**src/sv/sfr_pkg.sv**
```systemverilog
`default_nettype none
package sfr_pkg;

  localparam int BYTE_W = 8;
  localparam int LEN_W  = 4;
  localparam int WORD_W = 64;
  localparam int IDX_W  = 2;

  typedef enum logic [IDX_W-1:0] {
    REG_PATTERN_LEN  = 2'd0,
    REG_PATTERN_WORD = 2'd1,
    REG_REPL_LEN     = 2'd2,
    REG_REPL_WORD    = 2'd3
  } sfr_reg_t;

  // Per-cycle control shared by every window cell
  typedef struct packed {
    logic en;
    logic shift;
  } sfr_cell_ctl_t;

  // Load request into the output queue
  typedef struct packed {
    logic load;
    logic has;
    logic last;
  } sfr_load_t;

endpackage
`default_nettype wire

```
**src/sv/sfr_if.sv**
```systemverilog
`default_nettype none
interface sfr_in_if;
  logic                         valid;
  logic                         ready;
  logic [sfr_pkg::BYTE_W-1:0]   in_byte;
  logic                         in_last;

  modport source (output valid, output in_byte, output in_last, input ready);
  modport sink   (input valid, input in_byte, input in_last, output ready);
endinterface

interface sfr_out_if;
  logic                         valid;
  logic                         ready;
  logic [sfr_pkg::BYTE_W-1:0]   out_byte;
  logic                         has_byte;
  logic                         out_last;

  modport source (output valid, output out_byte, output has_byte, output out_last,
                  input ready);
  modport sink   (input valid, input out_byte, input has_byte, input out_last,
                  output ready);
endinterface

interface sfr_cfg_if;
  logic                         valid;
  logic                         ready;
  logic [sfr_pkg::IDX_W-1:0]    index;
  logic [sfr_pkg::WORD_W-1:0]   data;

  modport source (output valid, output index, output data, input ready);
  modport sink   (input valid, input index, input data, output ready);
endinterface
`default_nettype wire

```
**src/sv/stream_find_replace.sv**
```systemverilog
`default_nettype none
// Channel | Dir | Payload                        | Transfer
// src     | in  | in_byte[7:0], in_last          | valid & ready
// dst     | out | out_byte[7:0], has_byte, last  | valid & ready
// cfg     | in  | index[1:0], data[63:0]         | valid & ready (ready always high)
//
// An input byte is taken in the cycle after the previous one when that byte
// gave no result, or one that dst takes; an item that gives k results holds
// src.ready low while the queue drains one result per cycle with dst.ready high.
// rst is synchronous and clears the registers, the window fill and the queue.
// src.ready follows dst.ready combinationally when one result is pending.
module stream_find_replace #(
  parameter int MAX_PATTERN = 8,
  parameter int MAX_REPL    = 8
) (
  input  wire         clk,
  input  wire         rst,
  sfr_in_if.sink      src,
  sfr_out_if.source   dst,
  sfr_cfg_if.sink     cfg
);

  localparam int CW = $clog2(MAX_PATTERN + 1);
  localparam int Q  = (MAX_PATTERN > MAX_REPL) ? MAX_PATTERN : MAX_REPL;
  localparam int QW = $clog2(Q + 1);

  logic [sfr_pkg::LEN_W-1:0]  pattern_len;
  logic [sfr_pkg::WORD_W-1:0] pattern_word;
  logic [sfr_pkg::LEN_W-1:0]  repl_len;
  logic [sfr_pkg::WORD_W-1:0] repl_word;

  logic [CW-1:0] win_cnt;
  logic [CW-1:0] win_cnt_next;
  logic [CW-1:0] p_eff;
  logic [CW-1:0] cnt_eff;
  logic [QW-1:0] r_eff;
  logic          accept;
  logic          full;
  logic          match;
  logic          plen_wr;

  logic [MAX_PATTERN-1:0][sfr_pkg::BYTE_W-1:0] cand;
  logic [MAX_PATTERN-1:0]                      eq;
  logic [MAX_PATTERN-1:0]                      sel;
  logic [MAX_PATTERN-1:0]                      in_use;
  logic [Q-1:0][sfr_pkg::BYTE_W-1:0]           cand_q;
  logic [Q-1:0][sfr_pkg::BYTE_W-1:0]           repl_q;
  logic [Q-1:0][sfr_pkg::BYTE_W-1:0]           ld_bytes;
  logic [QW-1:0]                               ld_cnt;
  logic [QW-1:0]                               q_fill;
  logic                                        can_load;
  sfr_pkg::sfr_load_t                          ld;
  sfr_pkg::sfr_cell_ctl_t                      cell_ctl;

  // Configuration registers
  assign cfg.ready = 1'b1;
  assign plen_wr   = cfg.valid && (cfg.index == sfr_pkg::REG_PATTERN_LEN);

  always_ff @(posedge clk) begin
    if (rst) begin
      pattern_len  <= '0;
      pattern_word <= '0;
      repl_len     <= '0;
      repl_word    <= '0;
    end else if (cfg.valid) begin
      unique case (cfg.index)
        sfr_pkg::REG_PATTERN_LEN:  pattern_len  <= cfg.data[sfr_pkg::LEN_W-1:0];
        sfr_pkg::REG_PATTERN_WORD: pattern_word <= cfg.data;
        sfr_pkg::REG_REPL_LEN:     repl_len     <= cfg.data[sfr_pkg::LEN_W-1:0];
        sfr_pkg::REG_REPL_WORD:    repl_word    <= cfg.data;
        default: ;
      endcase
    end
  end

  // Lengths above the built size saturate
  assign p_eff = (pattern_len > sfr_pkg::LEN_W'(MAX_PATTERN)) ? CW'(MAX_PATTERN)
                                                              : CW'(pattern_len);
  assign r_eff = (repl_len > sfr_pkg::LEN_W'(MAX_REPL)) ? QW'(MAX_REPL)
                                                        : QW'(repl_len);

  assign accept  = src.valid && src.ready;
  assign src.ready = can_load;

  assign cnt_eff = (win_cnt >= p_eff) ? '0 : win_cnt;
  assign full    = (CW'(cnt_eff + CW'(1)) == p_eff);
  assign match   = &(eq | ~in_use);

  assign cell_ctl.en    = accept && (p_eff != '0);
  assign cell_ctl.shift = full && !match;

  // Window: one cell per pattern byte, each compares its own byte
  for (genvar i = 0; i < MAX_PATTERN; i++) begin : g_cell
    logic [sfr_pkg::BYTE_W-1:0] nbr;
    if (i == MAX_PATTERN - 1) begin : g_end
      assign nbr = '0;
    end else begin : g_mid
      assign nbr = cand[i+1];
    end
    assign sel[i]    = (cnt_eff == CW'(i));
    assign in_use[i] = (CW'(i) < p_eff);

    sfr_win_cell u_cell (
      .clk      (clk),
      .ctl      (cell_ctl),
      .sel      (sel[i]),
      .new_byte (src.in_byte),
      .nbr_cand (nbr),
      .pat_byte (pattern_word[i*sfr_pkg::BYTE_W +: sfr_pkg::BYTE_W]),
      .cand     (cand[i]),
      .eq       (eq[i])
    );
  end

  always_comb begin
    win_cnt_next = win_cnt;
    if (plen_wr) begin
      win_cnt_next = '0;
    end else if (accept && (p_eff != '0)) begin
      priority if (src.in_last) begin
        win_cnt_next = '0;
      end else if (full && match) begin
        win_cnt_next = '0;
      end else if (full) begin
        win_cnt_next = p_eff - CW'(1);
      end else begin
        win_cnt_next = cnt_eff + CW'(1);
      end
    end
  end

  always_ff @(posedge clk) begin
    if (rst) begin
      win_cnt <= '0;
    end else begin
      win_cnt <= win_cnt_next;
    end
  end

  always_comb begin
    cand_q = '0;
    repl_q = '0;
    for (int i = 0; i < MAX_PATTERN; i++) begin
      cand_q[i] = cand[i];
    end
    for (int i = 0; i < MAX_REPL; i++) begin
      repl_q[i] = repl_word[i*sfr_pkg::BYTE_W +: sfr_pkg::BYTE_W];
    end
  end

  // Results of the accepted byte, loaded as one batch into the queue
  always_comb begin
    ld.load  = accept;
    ld.last  = src.in_last;
    ld.has   = 1'b1;
    ld_bytes = cand_q;
    ld_cnt   = '0;
    priority if (p_eff == '0) begin
      ld_bytes    = '0;
      ld_bytes[0] = src.in_byte;
      ld_cnt      = QW'(1);
    end else if (full && match) begin
      ld_bytes = repl_q;
      ld_cnt   = r_eff;
      if (src.in_last && (r_eff == '0)) begin
        // empty output string: bare end marker
        ld_bytes = '0;
        ld_cnt   = QW'(1);
        ld.has   = 1'b0;
      end
    end else if (full) begin
      ld_cnt = src.in_last ? QW'(p_eff) : QW'(1);
    end else begin
      ld_cnt = src.in_last ? (QW'(cnt_eff) + QW'(1)) : '0;
    end
  end

  sfr_out_queue #(
    .DEPTH (Q),
    .CW    (QW)
  ) u_queue (
    .clk      (clk),
    .rst      (rst),
    .ld       (ld),
    .ld_cnt   (ld_cnt),
    .ld_bytes (ld_bytes),
    .can_load (can_load),
    .fill     (q_fill),
    .dst      (dst)
  );

  a_load_when_draining: assert property (@(posedge clk) disable iff (rst)
    accept |-> (q_fill == '0) || ((q_fill == QW'(1)) && dst.ready))
    else $error("queue loaded while results still pending");

  a_window_below_pattern: assert property (@(posedge clk) disable iff (rst)
    (win_cnt < p_eff) || (win_cnt == '0))
    else $error("window fill reached pattern length");

  a_marker_is_last: assert property (@(posedge clk) disable iff (rst)
    (dst.valid && !dst.has_byte) |-> (dst.out_last && (dst.out_byte == '0)))
    else $error("bare marker not at end of string");

  a_last_empties: assert property (@(posedge clk) disable iff (rst)
    (accept && src.in_last) |=> (win_cnt == '0))
    else $error("window not flushed after last byte");

endmodule
`default_nettype wire

```
**src/sv/sfr_win_cell.sv**
```systemverilog
`default_nettype none
module sfr_win_cell (
  input  wire                           clk,
  input  sfr_pkg::sfr_cell_ctl_t        ctl,
  input  wire                           sel,
  input  wire [sfr_pkg::BYTE_W-1:0]     new_byte,
  input  wire [sfr_pkg::BYTE_W-1:0]     nbr_cand,
  input  wire [sfr_pkg::BYTE_W-1:0]     pat_byte,
  output logic [sfr_pkg::BYTE_W-1:0]    cand,
  output logic                          eq
);

  logic [sfr_pkg::BYTE_W-1:0] stored;

  // The arriving byte lands in the cell that sits at the current fill point
  assign cand = sel ? new_byte : stored;
  assign eq   = (cand == pat_byte);

  always_ff @(posedge clk) begin
    if (ctl.en) begin
      stored <= ctl.shift ? nbr_cand : cand;
    end
  end

endmodule
`default_nettype wire

```
**src/sv/sfr_out_queue.sv**
```systemverilog
`default_nettype none
module sfr_out_queue #(
  parameter int DEPTH = 8,
  parameter int CW    = $clog2(DEPTH + 1)
) (
  input  wire                                   clk,
  input  wire                                   rst,
  input  sfr_pkg::sfr_load_t                    ld,
  input  wire [CW-1:0]                          ld_cnt,
  input  wire [DEPTH-1:0][sfr_pkg::BYTE_W-1:0]  ld_bytes,
  output logic                                  can_load,
  output logic [CW-1:0]                         fill,
  sfr_out_if.source                             dst
);

  logic [DEPTH-1:0][sfr_pkg::BYTE_W-1:0] bytes;
  logic [CW-1:0]                         cnt;
  logic                                  has;
  logic                                  last;
  logic                                  pop;

  assign pop      = dst.valid && dst.ready;
  assign can_load = (cnt == '0) || ((cnt == CW'(1)) && dst.ready);
  assign fill     = cnt;

  assign dst.valid    = (cnt != '0);
  assign dst.out_byte = bytes[0];
  assign dst.has_byte = has;
  assign dst.out_last = last && (cnt == CW'(1));

  always_ff @(posedge clk) begin
    if (rst) begin
      cnt  <= '0;
      has  <= 1'b0;
      last <= 1'b0;
    end else if (ld.load) begin
      cnt  <= ld_cnt;
      has  <= ld.has;
      last <= ld.last;
    end else if (pop) begin
      cnt  <= cnt - CW'(1);
    end
  end

  // Byte chain: each slot hands its byte toward the head on every transfer that is not also a load
  always_ff @(posedge clk) begin
    if (ld.load) begin
      bytes <= ld_bytes;
    end else if (pop) begin
      for (int i = 0; i < DEPTH - 1; i++) begin
        bytes[i] <= bytes[i+1];
      end
    end
  end

endmodule
`default_nettype wire
```
**src/flat_wrapper.sv**
```systemverilog
// flat-port wrapper written by rule: the top's interface ports become plain ports
module stream_find_replace_flat 
#(
  parameter int MAX_PATTERN = 8,
  parameter int MAX_REPL    = 8
)
  (clk, rst, src_valid, src_in_byte, src_in_last, src_ready, dst_valid, dst_out_byte, dst_has_byte, dst_out_last, dst_ready, cfg_valid, cfg_index, cfg_data, cfg_ready);
  sfr_in_if src_i ();
  sfr_out_if dst_i ();
  sfr_cfg_if cfg_i ();
  input  wire clk;
  input  wire rst;
  input wire logic [$bits(src_i.valid)-1:0] src_valid;
  input wire logic [$bits(src_i.in_byte)-1:0] src_in_byte;
  input wire logic [$bits(src_i.in_last)-1:0] src_in_last;
  output wire logic [$bits(src_i.ready)-1:0] src_ready;
  output wire logic [$bits(dst_i.valid)-1:0] dst_valid;
  output wire logic [$bits(dst_i.out_byte)-1:0] dst_out_byte;
  output wire logic [$bits(dst_i.has_byte)-1:0] dst_has_byte;
  output wire logic [$bits(dst_i.out_last)-1:0] dst_out_last;
  input wire logic [$bits(dst_i.ready)-1:0] dst_ready;
  input wire logic [$bits(cfg_i.valid)-1:0] cfg_valid;
  input wire logic [$bits(cfg_i.index)-1:0] cfg_index;
  input wire logic [$bits(cfg_i.data)-1:0] cfg_data;
  output wire logic [$bits(cfg_i.ready)-1:0] cfg_ready;
  assign src_i.valid = src_valid;
  assign src_i.in_byte = src_in_byte;
  assign src_i.in_last = src_in_last;
  assign src_ready = src_i.ready;
  assign dst_valid = dst_i.valid;
  assign dst_out_byte = dst_i.out_byte;
  assign dst_has_byte = dst_i.has_byte;
  assign dst_out_last = dst_i.out_last;
  assign dst_i.ready = dst_ready;
  assign cfg_i.valid = cfg_valid;
  assign cfg_i.index = cfg_index;
  assign cfg_i.data = cfg_data;
  assign cfg_ready = cfg_i.ready;
  stream_find_replace #(.MAX_PATTERN(MAX_PATTERN), .MAX_REPL(MAX_REPL)) u_core (.clk(clk), .rst(rst), .src(src_i), .dst(dst_i), .cfg(cfg_i));
endmodule
```
**config.mk**
```make
export PLATFORM = sky130hd
export DESIGN_NAME = stream_find_replace_flat
export DESIGN_NICKNAME = d
export VERILOG_FILES = /design/src/sv/sfr_pkg.sv /design/src/sv/sfr_if.sv /design/src/sv/stream_find_replace.sv /design/src/sv/sfr_win_cell.sv /design/src/sv/sfr_out_queue.sv /design/src/flat_wrapper.sv
export SDC_FILE = /design/constraint.sdc
export NUM_CORES = 1
export LEC_CHECK = 0
export ABC_CLOCK_PERIOD_IN_PS = 12850
export BUFFER_PORTS_ARGS = -buffer_cell sky130_fd_sc_hd__buf_4
export CAP_MARGIN = 20
export CORE_MARGIN = 5
export CORE_UTILIZATION = 45
export DETAILED_ROUTE_END_ITERATION = 12
export PLACE_DENSITY_LB_ADDON = 0.05
export SYNTH_ARGS = -nofsm -noshare
export SYNTH_HDL_FRONTEND = slang
export SYNTH_SLANG_ARGS = --single-unit
```
**constraint.sdc**
```tcl
create_clock -name clk -period 12.85 [get_ports clk]
set_input_delay 1.9275 -clock clk [delete_from_list [all_inputs] [get_ports clk]]
set_output_delay 1.9275 -clock clk [all_outputs]
set_load 0.02 [all_outputs]
```
==> impl_results.md <==
* Status: complete, no violations
* Port bufs at 91
* NumNets Final at 1850
* Clk_skew at 0.0187 ns
* Simple-gate share of the synthesized area at 20.8%
* Gate Count Post-Synth at 1750
* Grt peak-use layer: met2
* Switch share at 29.9%
* Ports at 93
* Clock root buffer: clkbuf_16
* CTS buffer count at 31
* Xor/xnor share of the synthesized area at 4.13%
* Sequential cell fraction of total power at 45.6%
* Via density at 5.99
* Async set-reset flop share out of synthesis at 0%
* CTS tree: done
* Pwr/cell area at 157 nW/um^2
* Mapped cell area at 14800 um^2
* Post-CTS resize count at 0
* Place WS at 6.46 ns
* Min-Delay Path Class: flip-flop to flip-flop
* Reg clk slew, reported paths at 0.06 ns
* First-pass GRT wire length at 77600 um
* Tcrit/Tclk final at 49.2%
* Final Hold Fails at 0
* Syn avg cell area at 8.48 um^2
* Final setup fails at 0
* First drt pass iteration count at 5
* Number of flops mapped to enable cells by yosys at 128
* Iter 0 DRT Violations at 1455
* Total grt overflow at 0
* Core Util, Final at 51.5%
* Setup TNS at 0 ns
* Clk sinks at 274
* Multiplexer area fraction after synthesis at 3.97%
* Slew at the pin closest to its max-slew limit at 1.13 ns
* CORE AREA at 32500 um^2
* Largest family of logic cells by synthesized area: simple AND/OR/NAND/NOR gates
* Die width at 192 um
* Synthesized Nets at 1840
* Rel. slew slack at 24.6%
* Leakage Power at 6.04 nW
* Vias in the first global route at 12872
* Die ar. at 36700 um^2
* Tmin final at 6.32 ns
* Skew-Pair Late Insertion Delay at 0.57 ns
* Max Cap Viol at 0
* CP Class: flip-flop to flip-flop
* Arrival time at the worst endpoint at 6.79 ns
* Via count at 13334
* Combinational fraction of design power at 19.8%
* Initial antenna violation count at 0
* Grt met3 use at 3.78%
* Pint at 1.85 mW
* Reg2reg setup slack at 6.53 ns
* Max VDD drop at 0.101 mV
* Tot GR Track Use at 27.0%
* Clk buf depth at 3
* Area Overhead vs Synth at 12.9%
* Hold buffers post-CTS at 0
* GRT met1 Usage at 37.2%
* Critical Path RT at 13.32 ns
* WL/cell at 22.7 um
* Crit end category: flip-flop
* CP startpoint kind: flip-flop
* RSZ-0062 raised after global routing: false
* Seq/Total Area, Yosys at 45.6%
* H-tree levels at 1
* Met2 Resource Use GR at 44.4%
* Post-CTS setup buffer count at 0
* Ys flop type: dfxtp_1
* Number of placement rows at 66
* Crit path max fanout at 97
* Final Power at 2.64 mW
* Setup ws final at 6.53 ns
* Clk network pwr share at 34.6%
* Synth Area in Adders at 0.843%
* RePlAce Congestion at 0.935
* Slew Limit Fails at 0
* Synth Area in Compound Gates at 19.9%
* Highest Clock Rate at 158 MHz
* FF+latch count, synth at 274
* Yosys Warn Count at 0
* Layout cells sized above 1 at 11.4%
* Number of diodes at 0
* Final HPWL DP at 34600 um
* P_sw at 0.789 mW
* Design area at 16800 um^2
* Synth unique cells at 79
* Final ANT Viol Nets at 0
* DIE HEIGHT at 192 um
* DRC violations left at 0
* Largest net degree at the start of global routing at 98
* Total wire length at 50600 um
* Cell Area, Placed at 15700 um^2
* Initial core utilization at 45.6%
[logic make-up (layout without fill, tap and decap cells)]
group | after synthesis | after routing
buffers and inverters | 171 | 204
multiplexers | 57 | 57
other | 1 | 1
adder cells (fa/ha/maj) | 10 | 10
AO/OA/AOI/OAI | 435 | 435
AND/OR/NAND/NOR | 732 | 732
XOR/XNOR | 70 | 70
flip-flops | 274 | 274
[power groups by stage]
stage	registers [mW]	clock network, mW	logic (mW)
after floorplan	1.16	0	0.366
after global placement	1.22	0	0.516
after detailed placement	1.21	0	0.524
after CTS	1.20	0.925	0.525
after global routing	1.21	0.961	0.569
final	1.20	0.912	0.523
[worst max-delay path, cell delays in order (launching register included)]
cell and delay [ns]:
dfxtp_1 0.50, inv_1 0.14, nand2_1 0.21, inv_1 0.12
ha_1 0.31, nor3b_2 0.34, o211a_1 0.54, nand2_1 0.48
a21oi_1 0.41, xor2_1 0.18, a41oi_1 0.36, a2111oi_4 0.78
nand3_4 0.36, buf_4 0.48, or4_1 0.57, a311oi_1 0.27
[sequential cells by signal, indices dropped and copies added, names as in the netlist]
signal                       cells
u_core.pattern_word             64
u_core.repl_q                   64
u_core.repl_len                  4
u_core.u_queue.fill              4
u_core.pattern_len               4
u_core.u_queue.bytes            56
u_core.win_cnt                   4
u_core.u_queue.dst.out_byte      8
u_core.u_queue.dst.has_byte      1
u_core.g_cell.u_cell.stored     64
u_core.u_queue.last              1
[placed cells by master, fill, tap and decap left out, types with 13 or more instances in the layout]
cell and n:
mux2i_1 42, nand3_1 51, nand2_1 402, nor2_1 167
o21ai_0 29, o211ai_1 20, buf_4 111, o221a_2 13
a21oi_1 202, clkbuf_16 34, xnor2_1 32, a221o_1 49
edfxtp_1 128, dfxtp_1 146, xor2_1 38, nor3_1 31
inv_1 33
[synth_stat cells, types with 4 or more instances]
cell / instances / area share, %
mux2_1: 5 / 0.38
and3_1: 11 / 0.46
edfxtp_1: 128 / 26
o21ai_1: 9 / 0.30
mux2_2: 10 / 0.76
dfxtp_1: 146 / 20
buf_1: 11 / 0.28
or2_2: 5 / 0.21
ha_1: 10 / 0.84
a22oi_1: 4 / 0.20
nand2_1: 403 / 10
o221a_2: 13 / 0.99
xnor2_1: 32 / 1.9
o221ai_1: 8 / 0.47
o2111ai_1: 6 / 0.35
a21oi_1: 203 / 6.8
nand3_1: 52 / 1.8
nor4_1: 12 / 0.51
o22ai_1: 8 / 0.34
nor2b_1: 6 / 0.25
nand4_1: 8 / 0.34
a221o_1: 49 / 3.3
o21ai_0: 29 / 0.98
nand3b_1: 5 / 0.25
nor3_1: 31 / 1.0
nand2b_1: 4 / 0.17
clkbuf_1: 95 / 2.4
a31oi_1: 12 / 0.51
a221oi_1: 4 / 0.24
o31a_1: 7 / 0.41
mux2i_1: 42 / 2.8
and2_1: 9 / 0.38
a211oi_1: 4 / 0.20
inv_1: 34 / 0.86
a21o_1: 6 / 0.30
o211ai_1: 20 / 1.0
buf_4: 10 / 0.51
buf_2: 18 / 0.61
nor2_1: 167 / 4.2
a222oi_1: 6 / 0.40
o21a_1: 7 / 0.35
xor2_1: 38 / 2.2
[routing by layer]
| layer | share of wire, % | wire (um) |
|---|---|---|
| met4 | 3.4 | 1700 |
| met1 | 43 | 21900 |
| met3 | 6.3 | 3190 |
| met2 | 47 | 23800 |
| met5 | 0 | 0 |
[cell type report]
cell class,instances,area (um^2)
clock buffers,49,987
clock inverters,7,66.3
inverters,37,139
repair buffers,111,833
flip-flops and latches,274,6770
multi-input cells,1305,7410
well taps,442,553
fillers,3225,15800
[stage by stage]
stage / hold WS (ns) / cells
after floorplan: 0.432 / 1750
after detailed placement: 0.443 / 2169
after global placement: 0.442 / 2169
after CTS: 0.451 / 2225
after global routing: 0.464 / 2225
final: 0.451 / 2225
[final timing paths]
path,end,cells past startpoint,from
hold / removal,u_core.u_queue.last,2,u_core.u_queue.last
hold reg to reg,u_core.u_queue.last,2,u_core.u_queue.last
setup / recovery,u_core.u_queue.fill[1],15,u_core.pattern_len[3]
setup reg to reg,u_core.u_queue.fill[1],15,u_core.pattern_len[3]
Power figures use the tool's default switching activity.
